`src/rtl/cpt_pkg.sv`:
```
// cpt_pkg: widths, region codes and the transaction type passed from the
// classifier front end to the divide/interpolate back end.
// No dependencies.
package cpt_pkg;

    localparam int CW   = 32;           // coordinate width
    localparam int EW   = CW + 1;       // edge / offset vector width
    localparam int PW   = 2 * EW;       // one coordinate product
    localparam int DW   = PW + 2;       // dot product
    localparam int HALF = DW / 2;       // limb width for cross products
    localparam int PPW  = 2 * (HALF + 1);
    localparam int XW   = 2 * DW + 1;   // cross term
    localparam int NW   = XW + 2;       // weight numerator / denominator
    localparam int WB   = 24;           // weight fraction bits
    localparam int WW   = WB + 1;       // weight width including 1.0

    typedef enum logic [2:0] {
        REG_A  = 3'd0,
        REG_B  = 3'd1,
        REG_C  = 3'd2,
        REG_AB = 3'd3,
        REG_AC = 3'd4,
        REG_BC = 3'd5,
        REG_IN = 3'd6
    } region_t;

    typedef struct packed {
        region_t                region;
        logic signed [NW-1:0]   num1;
        logic signed [NW-1:0]   den1;
        logic signed [NW-1:0]   num2;
        logic signed [NW-1:0]   den2;
        logic [2:0][CW-1:0]     start;
        logic [2:0][EW-1:0]     e1;
        logic [2:0][EW-1:0]     e2;
    } work_t;

    function automatic logic signed [PW-1:0] emul(logic signed [EW-1:0] x,
                                                  logic signed [EW-1:0] y);
        return x * y;
    endfunction

endpackage

```
`src/rtl/cpt_queue.sv`:
```
// cpt_queue: small FIFO of work transactions between front and back end.
// Depends on cpt_pkg. DEPTH must be a power of two, at least 2.
module cpt_queue
    import cpt_pkg::*;
#(
    parameter int DEPTH = 2
)
(
    input  logic  clk,
    input  logic  rst_n,
    input  logic  push_valid,
    output logic  push_ready,
    input  work_t push_data,
    output logic  pop_valid,
    input  logic  pop_ready,
    output work_t pop_data
);

    localparam int AW = $clog2(DEPTH);
    localparam int NB = $clog2(DEPTH + 1);

    work_t         mem [DEPTH];
    logic [AW-1:0] wr_reg, rd_reg;
    logic [NB-1:0] cnt_reg;
    logic          push, pop;

    assign push_ready = cnt_reg != NB'(DEPTH);
    assign pop_valid  = cnt_reg != '0;
    assign push       = push_valid && push_ready;
    assign pop        = pop_valid && pop_ready;
    assign pop_data   = mem[rd_reg];

    always_ff @(posedge clk or negedge rst_n)
    begin
        if (!rst_n)
        begin
            wr_reg  <= '0;
            rd_reg  <= '0;
            cnt_reg <= '0;
        end
        else
        begin
            if (push)
            begin
                wr_reg <= wr_reg + AW'(1);
            end
            if (pop)
            begin
                rd_reg <= rd_reg + AW'(1);
            end
            if (push && !pop)
            begin
                cnt_reg <= cnt_reg + NB'(1);
            end
            else if (pop && !push)
            begin
                cnt_reg <= cnt_reg - NB'(1);
            end
        end
    end

    always_ff @(posedge clk)
    begin
        if (push)
        begin
            mem[wr_reg] <= push_data;
        end
    end

endmodule

```
`config.mk`:
```
export PLATFORM = sky130hd
export DESIGN_NAME = cpt_queue
export DESIGN_NICKNAME = d
export VERILOG_FILES = /design/src/rtl/cpt_pkg.sv /design/src/rtl/cpt_queue.sv
export SDC_FILE = /design/constraint.sdc
export NUM_CORES = 1
export LEC_CHECK = 0
export BUFFER_PORTS_ARGS = -buffer_cell sky130_fd_sc_hd__buf_2
export CAP_MARGIN = 20
export CORE_AREA = 2 2 659 661
export DETAILED_ROUTE_END_ITERATION = 6
export DIE_AREA = 0 0 661 663
export PLACE_DENSITY = 0.32
export SLEW_MARGIN = 0
export SYNTH_ARGS = -nofsm -noshare
export SYNTH_HDL_FRONTEND = slang
export SYNTH_SLANG_ARGS = --single-unit
```
`constraint.sdc`:
```
create_clock -name clk -period 70.5 [get_ports clk]
set_input_delay 14.1 -clock clk [delete_from_list [all_inputs] [get_ports clk]]
set_output_delay 14.1 -clock clk [all_outputs]
set_load 0.02 [all_outputs]
```
# Word level (Yosys, flattened, before mapping)
# Memory sizes are Yosys's and may differ from the RTL's.
# Index checks and enable logic that the tools add are counted.
word_totals:
  ff_bits: 4
  latch_bits: 0
  ramBits: 1706
  romBits: 0
  inputBits: 857
  output_inout_bits: 855
  elab_cells: 21
  memories: 1
mem_list:
  columns: ["memory", "depth", "width", "read_ports", "rd_ports_with_merged_regs", "wr", "line", "rtl"]
  rows:
  - ["mem", 2, 853, 1, 0, 1, "cpt_queue.sv:22", "work_t mem [DEPTH];"]
op_classes:
  add_sub_neg: 4
  n_mul: 0
  div_mod_pow: 0
  order_cmp: 0
  n_eq_ne: 1
  n_shift: 0
  n_mux: 4
  bitwise: 0
  reduce_logical: 8
ops:
  columns: ["op", "n"]
  rows:
  - ["$logic_and A1 B1 Y1", 4]
  - ["$mux W2", 2]
  - ["$reduce_bool A2 Y1", 2]
  - ["$add A1 B1 Y1 const B", 2]
  - ["$add A2 B1 Y2 const B", 1]
  - ["$logic_not A1 Y1", 2]
  - ["$mux W1", 2]
  - ["$ne A2 B2 Y1 const B", 1]
  - ["$sub A2 B1 Y2 const B", 1]

# Depth between registers and ports, before layout
# Gate-level depths: netlist of the first run.
depth:
  word_depth: 6
  depth_mapped: 7
  mapped_depth_nobuf: 7

# Worst setup path after synthesis of the first run
# No wires, ideal clock.
synth_timing:
  kind: "input to register"
  startpoint: "in push_valid"
  endpoint: "mem mem[0][0] (netlist bit), enable pin"
  setup_ns: 2.096
  t_arrival_ns: 49.446
  required_time_ns: 68.404
  path_slack_ns: 18.959
  path_stages: 2
  path_buffers: 0
  path_cell_list: "nand2_1 > nor2_1"
synth_via:
  elab_chain_cells: 3
synth_lines:
  columns: ["item", "line", "rtl"]
  rows:
  - ["from (decl)", "cpt_queue.sv:11", "input logic push_valid,"]
  - ["$logic_and A1 B1 Y1", "cpt_queue.sv:29", "assign push = push_valid && push_ready;"]
  - ["$mux W1", "cpt_queue.sv:64", "if (push)"]
  - ["$mux W1 (implied by the code)", "cpt_queue.sv:66", "mem[wr_reg] <= push_data;"]
  - ["to (decl)", "cpt_queue.sv:22", null]
# Every way passes these cells.

==> impl_metrics.ini, run 1 <==
[worst_setup_path]
cp-start-kind = flop
criticalPathCategory = reg -> out
r2r_slack_ns = 64.36
worstPathArrival_ns = 5.56
reg2reg_depth = 9
worstPathMaxFanout = 112
crit_path_end_kind = output port
required_ns = 56.40

[synth]
syn_area_um2 = 61950
synth_seq_cells = 1710
ys_seq_area_frac = 0.8285
synth_cell_types = 16
netlist_instances = 2672
ys_warn_count = 0
syn_area_per_cell_um2 = 23.19
syn_nets = 3530

[finish]
fillers = 46180
final_layout_size_suffix_gt1_frac = 0.6177
largest_register_ffs = 1706
seqCellArea_um2 = 51330
final_common_cell = buf_2
multi_input_area_um2 = 9933
final_cell_mix = buf_2, edfxtp_1, mux2_2, clkbuf_16, mux2_4
fin_nets = 5406
area_growth_pct = 36.50

[floorplan]
die_w_um = 661
core-area_um2 = 432100
die_area_um2 = 438200
placementRows = 242
die_h_um = 663
start_util = 0.1434
io_pins = 1712

[clock_network]
cts_setup_buffers = 0
clk_latency_ns = 0.91
htreeDepth = 4
cts_tree = done
clk_pin_slew_ns = 0.06
numClockSinks = 1710
cts_resized = 0
numCtsBuffers = 216
cts_hold_buf = 0
clockBufferDepth = 4
cts_root_buf = clkbuf_16

[global_routing]
grt_pass1_wl_um = 372600
grt_pass1_vias = 35340
grt_overflow = 0
grt_max_degree = 143
grt_usage = 0.1299
antenna_found_initial = 334

[drt]
dr.pass1.iters = 5
vias_per_cell = 3.299
wirelength_um = 297100
drcViolationCount = 0
postRouteAntennaNets = 0
wire_per_inst_um = 28.17
vias = 34810
dr.first_iter.drc_count = 2300

[sta]
report.final.slew_viol_count = 0
worst_pin_slew_ns = 1.368
rsz0062_at_grt = false
fin_skew_ns = 0.06900
whs_ns = 0.5007
maxSlewHeadroom = 0.08768
fmax_ghz = 0.05087
setup_viol = 0
period_needed_ns = 19.66
fin_crit_sh = 0.2788
hold_violations = 0
finalSetupTns_ns = 0

[min_path]
hold_path.class = reg -> reg
hold_depth = 1

[pwr]
p_leak_nw = 29.86
ir_drop_mv = 0.03112
p_per_area_nw_per_um2 = 45.94
finalPower_mw = 3.885

[placed_design]
io_buffer_count = 1711
routabilityCongestion = 0.8278
dp_hpwl_um = 236700

[flow_run]
maxCapViolCount = 0

[status]
status = finished clean
## cells by family after synthesis
family | after synthesis | share of synthesized area
flops | 1710 | 0.8285
mux | 853 | 0.1587
buf+inv | 96 | 0.01137
simple gates | 7 | 0.0005456
xor+xnor | 5 | 0.0007070
fa+ha+maj | 1 | 0.0002019
## power by group
part / leakage [nW] / switching, mW / internal [mW]
registers: 15.9 / 0.0540 / 1.39
logic: 10.6 / 0.918 / 0.425
clock network: 3.33 / 0.457 / 0.640
total: 29.9 / 1.43 / 2.46
## worst max-delay path, stage by stage (launching register included)
cell,delay (ns)
dfrtp_4,0.84
buf_12,0.53
buf_4,0.63
buf_4,0.81
buf_12,0.52
mux2_2,0.43
buf_2,0.18
## cell usage after synthesis, drive strengths merged
| cell | count | area [um^2] |
|---|---|---|
| edfxtp | 1706 | 51230 |
| xor2 | 2 | 17.52 |
| buf | 95 | 700.7 |
| and3 | 1 | 6.260 |
| nand2 | 2 | 7.510 |
| or2 | 1 | 6.260 |
| nand2b | 1 | 6.260 |
| mux2 | 853 | 9831 |
| xnor2 | 3 | 26.28 |
| dfrtp | 4 | 100.1 |
| nor2 | 2 | 7.510 |
| ha | 1 | 12.51 |
| inv | 1 | 3.750 |
## per-stage QoR
stage	area, um^2	util	cells	setup WS (ns)
finish	84570	0.1957	10550	50.84
global route	84380	0.1953	10470	50.56
CTS	84310	0.1951	10450	50.71
detailed placement	77440	0.1792	10060	50.77
global placement	77420	0.1792	10060	50.78
floorplan	61950	-	2672	18.96
## cell type report
type | count | share of cell area
flip-flops and latches | 1710 | 0.6070
multi-input cells | 866 | 0.1175
repair buffers | 1753 | 0.1064
well taps | 5734 | 0.08483
clock buffers | 259 | 0.06607
clock inverters | 125 | 0.01518
diodes | 102 | 0.003018
inverters | 1 | 0.00004438
## path summary, 6_finish.rpt
kind	startpoint	end
min reg2reg	cnt_reg[1]	cnt_reg[1]
max in group asynchronous	rst_n	rd_reg
max reg2reg	cnt_reg[0]	mem[0][55]
min in group asynchronous	rst_n	rd_reg
min	cnt_reg[1]	cnt_reg[1]
max	rd_reg	pop_data[750]
## per-layer routing
layer  GRT usage  share of wire  routed length, um  vias up
met1      0.1370           0.36             106300    17590
met5           0         0.0041               1228        -
met3     0.07129           0.12              36330      706
met2      0.2261           0.49             145000     1637
li1            -              -                  -    14690
met4     0.02701          0.028               8205      190
(Power assumes the default switching activity.)
==> run 2, diff against run 1 <==
PLACE_DENSITY = 0.33   (was 0.32)
clock period = 17.69 ns   (was 70.5 ns; I/O delays follow)
==> run 2 against run 1 <==
Net effect:
- final cell count barely moved
- sequential power increased to 4.0 times the previous value
- critical path depth is 1 lower
- final area down 0.15%
- register-to-register slack got worse by 51 ns
- largest power group unchanged
- sequential share of layout area grew 0.089 points
- die area unchanged
- non-clock buffer count down 8
- core utilization about the same
==> impl_metrics.ini, run 2 (synthesized netlist as in run 1, its figures left out) <==
[status]
status = finished clean

[min_path]
hold_depth = 1
hold_path.class = reg -> reg
holdCritStartpoint = cnt_reg[1]
worst_hold_path.endpoint = cnt_reg[1]

[worst_setup_path]
worstPathMaxFanout = 89
reg2reg_depth = 7
path_cells = buf_12, buf_4, buf_4, mux2_2, buf_2
r2r-end = mem[0][249]
required_ns = 14.15
worstPathArrival_ns = 4.99
timing.rr.start = cnt_reg[0]
cp-start-kind = flop
criticalPathCategory = reg -> out
r2r_slack_ns = 13.31
cpMostUsedCell = buf_4
max_stage_delay_ns = 0.91
crit_path_end_kind = output port
cp_slowest_cell = buf_4

[floorplan]
start_util = 0.1434
die_w_um = 661
core-area_um2 = 432100
placementRows = 242
die_h_um = 663
io_pins = 1712
die_area_um2 = 438200

[clock_network]
numCtsBuffers = 215
cts_hold_buf = 0
clockBufferDepth = 4
cts_tree = done
htreeDepth = 4
numClockSinks = 1710
cts_resized = 0
cts_root_buf = clkbuf_16
clk_pin_slew_ns = 0.05
clk_latency_ns = 0.92
cts_setup_buffers = 0

[finish]
multi_input_area_um2 = 9933
fin_nets = 5397
final_common_cell = buf_2
final_cell_mix = buf_2, edfxtp_1, mux2_2, clkbuf_16, mux2_4
seqCellArea_um2 = 51330
largest_register_ffs = 1706
final_layout_size_suffix_gt1_frac = 0.6174
area_growth_pct = 36.30
fillers = 46220

[sta]
fin_crit_sh = 0.4820
report.final.slew_viol_count = 0
period_needed_ns = 8.527
maxSlewHeadroom = 0.2657
fmax_ghz = 0.1173
whs_ns = 0.5133
rsz0062_at_grt = false
setup_viol = 0
hold_violations = 0
fin_skew_ns = 0.08085
finalSetupTns_ns = 0
worst_pin_slew_ns = 1.102

[placed_design]
io_buffer_count = 1711
dp_hpwl_um = 241000
routabilityCongestion = 0.8583

[pwr]
p_leak_nw = 29.78
ir_drop_mv = 0.08952
finalPower_mw = 15.30
p_per_area_nw_per_um2 = 181.1

[global_routing]
grt_overflow = 0
grt_usage = 0.1316
antenna_found_initial = 328
grt_pass1_vias = 35700
grt_max_degree = 130
grt_pass1_wl_um = 377600

[flow_run]
maxCapViolCount = 0

[drt]
dr.first_iter.drc_count = 2453
vias = 34990
dr.pass1.iters = 5
wire_per_inst_um = 28.59
drcViolationCount = 0
vias_per_cell = 3.320
postRouteAntennaNets = 0
wirelength_um = 301400
run 2: changes by cell type in the layout (fill, tap and decap cells not counted), sizes merged:
cell      delta
inv          -8
clkbuf       -9
clkinvlp     +2
buf          -8
clkinv      +18
diode        -2
bufinv       -2
run 2: worst max-delay path by stage:
| stage | start | to | slack [ns] | cells after the start |
|---|---|---|---|---|
| global route | rd_reg | pop_data[203] | 8.85 | 5 |
| CTS | rd_reg | pop_data[203] | 8.96 | 5 |
| floorplan | push_valid | mem[0][0] | 0.88 | 2 |
| global placement | rd_reg | pop_data[463] | 10.09 | 5 |
| finish | rd_reg | pop_data[203] | 9.16 | 5 |
| detailed placement | rd_reg | pop_data[203] | 10.01 | 5 |
run 2: layout make-up:
cell class / count / area share
tap: 5734 / 0.08496
sequential: 1710 / 0.6079
timing repair buffer: 1745 / 0.1064
clock inverter: 135 / 0.01491
clock buffer: 250 / 0.06527
inverter: 1 / 0.00004445
multi-input combinational: 866 / 0.1176
antenna: 100 / 0.002963
run 2: routing by layer:
layer	routed length, um	global-route usage	part of all wire	vias up
li1	-	-	-	14690
met1	101500	0.1291	0.34	17580
met2	149700	0.2314	0.50	1715
met3	38920	0.07860	0.13	790
met4	9769	0.03690	0.032	216
met5	1428	0	0.0047	-
run 2: critical path, delay by kind of cell (launching register included):
kind     cells  cell delay [ns]
buf+inv      4             2.37
flops        1             0.89
mux          1             0.43
run 2: power breakdown:
part	leakage, nW	switching (mW)	total [mW]	internal [mW]
registers	15.9	0.262	5.81	5.55
logic	10.6	3.51	5.20	1.68
clock network	3.29	1.79	4.29	2.50
total	29.8	5.56	15.3	9.73
run 2: stage by stage:
| stage | instance area [um^2] | setup slack, ns | cells | utilization |
|---|---|---|---|---|
| after floorplan | 61960 | 0.8773 | 2672 | - |
| after global placement | 77430 | 10.09 | 10060 | 0.1792 |
| after detailed placement | 77430 | 10.01 | 10060 | 0.1792 |
| after CTS | 84200 | 8.956 | 10440 | 0.1949 |
| after global routing | 84270 | 8.848 | 10470 | 0.1950 |
| final | 84450 | 9.163 | 10540 | 0.1954 |
==> run 3, diff against run 2 <==
clock period = 7.8 ns   (was 17.69 ns; I/O delays follow)
==> run 3 against run 2 <==
Net effect:
- power increased by 130%
- die area is the same
- clock-buffer cell count increased by 19
- clock power is 140% higher
- global-route usage decreased by 0.28 points
- final cell count up 0.45%
- largest cell class unchanged
==> impl_metrics.ini, run 3 (synthesized netlist as in run 1, its figures left out) <==
[sta]
worst_pin_slew_ns = 1.139
maxSlewHeadroom = 0.2405
period_needed_ns = 5.291
hold_violations = 0
rsz0062_at_grt = false
fmax_ghz = 0.1890
setup_viol = 0
fin_crit_sh = 0.6783
report.final.slew_viol_count = 0
fin_skew_ns = 0.08908

[global_routing]
grt_usage = 0.1288
grt_overflow = 0
grt_pass1_vias = 35210
grt_max_degree = 146
antenna_found_initial = 358
grt_pass1_wl_um = 371100

[clock_network]
numClockSinks = 1710
clk_latency_ns = 0.98
clockBufferDepth = 4
cts_root_buf = clkbuf_16
cts_resized = 0
htreeDepth = 4
clk_pin_slew_ns = 0.06
numCtsBuffers = 215
cts_tree = done
cts_hold_buf = 0
cts_setup_buffers = 0

[finish]
fin_nets = 5414
final_util = 0.1967
final_layout_size_suffix_gt1_frac = 0.6178
final_cell_mix = buf_2, edfxtp_1, mux2_2, clkbuf_16, mux2_4
post_layout_nonfiller_instances = 10590
final_common_cell = buf_2
fillers = 46080
largest_register_ffs = 1706
area_growth_pct = 37.20

[pwr]
p_leak_nw = 30.01
p_per_area_nw_per_um2 = 418.5
ir_drop_mv = 0.2160

[drt]
dr.first_iter.drc_count = 2447
postRouteAntennaNets = 0
dr.pass1.iters = 5
vias_per_cell = 3.305
vias = 34990
wire_per_inst_um = 27.80
drcViolationCount = 0
wirelength_um = 294400

[floorplan]
die_area_um2 = 438200
io_pins = 1712
placementRows = 242
die_w_um = 661
core-area_um2 = 432100
die_h_um = 663
start_util = 0.1434

[worst_setup_path]
path_cells = buf_4, buf_12, mux2_2, buf_2
required_ns = 6.24
crit_family = buffers and inverters
cp-start-kind = flop
worstPathArrival_ns = 3.73
cp_slowest_cell = dfrtp_4
cp.depth = 4
reg2reg_depth = 4
crit_buf_inv = 3
worstPathMaxFanout = 121
crit_path_end_kind = output port
max_stage_delay_ns = 0.81
criticalPathCategory = reg -> out

[flow_run]
maxCapViolCount = 0

[placed_design]
placed_cells = 10070
dp_hpwl_um = 233900
routabilityCongestion = 0.8438
io_buffer_count = 1711

[min_path]
hold_path.class = reg -> reg
hold_depth = 1

[status]
status = finished clean
[run 3: cell count changes in the layout (fill, tap and decap cells not counted), sizes merged]
| cell | before | now |
|---|---|---|
| clkinvlp | 13 | 8 |
| diode | 100 | 124 |
| clkinv | 99 | 82 |
| bufinv | 19 | 25 |
| clkbuf | 250 | 269 |
| buf | 1745 | 1762 |
| inv | 5 | 8 |
[run 3: area by class of cell]
cell class | count | area (um^2) | area share
clock buffers | 269 | 5603 | 0.06591
diodes | 124 | 310.3 | 0.003650
clock inverters | 122 | 1470 | 0.01730
inverters | 1 | 3.754 | 0.00004416
repair buffers | 1762 | 9159 | 0.1077
flip-flops and latches | 1710 | 51330 | 0.6039
multi-input cells | 866 | 9950 | 0.1170
well taps | 5734 | 7174 | 0.08440
[run 3: worst paths after layout]
check                      startpoint            end  slack (ns)
setup / recovery               rd_reg  pop_data[394]        2.51
hold / removal             cnt_reg[1]     cnt_reg[1]        0.50
setup reg to reg           cnt_reg[0]    mem[1][350]        4.70
hold reg to reg            cnt_reg[1]     cnt_reg[1]        0.50
max in group asynchronous       rst_n         rd_reg        7.08
min in group asynchronous       rst_n     cnt_reg[0]        0.51
[run 3: where the power goes]
group          total, mW  switching, mW  internal [mW]
clock network       10.1           4.14           5.94
registers           13.1          0.490           12.6
logic               12.4           8.54           3.90
total               35.6           13.2           22.4
[run 3: through the flow]
step / instance area, um^2 / setup slack (ns) / power, mW / TNS (ns) / hold WS [ns]
after floorplan: 61980 / -6.852 / 21.22 / -9621.16 / 0.4559
after global placement: 77620 / 3.527 / 26.17 / 0 / 0.4768
after detailed placement: 77620 / 3.471 / 26.18 / 0 / 0.4965
after CTS: 84690 / 2.416 / 36.54 / 0 / 0.3855
after global routing: 84730 / 2.356 / 37.14 / 0 / 0.4218
final: 85000 / 2.509 / 35.57 / 0 / 0.5046
[run 3: routing by layer]
layer | share of wire | routed length [um] | GRT usage
met1 | 0.36 | 106000 | 0.1367
met2 | 0.49 | 143900 | 0.2220
met3 | 0.12 | 35610 | 0.07056
met4 | 0.025 | 7448 | 0.02926
met5 | 0.0047 | 1369 | 0
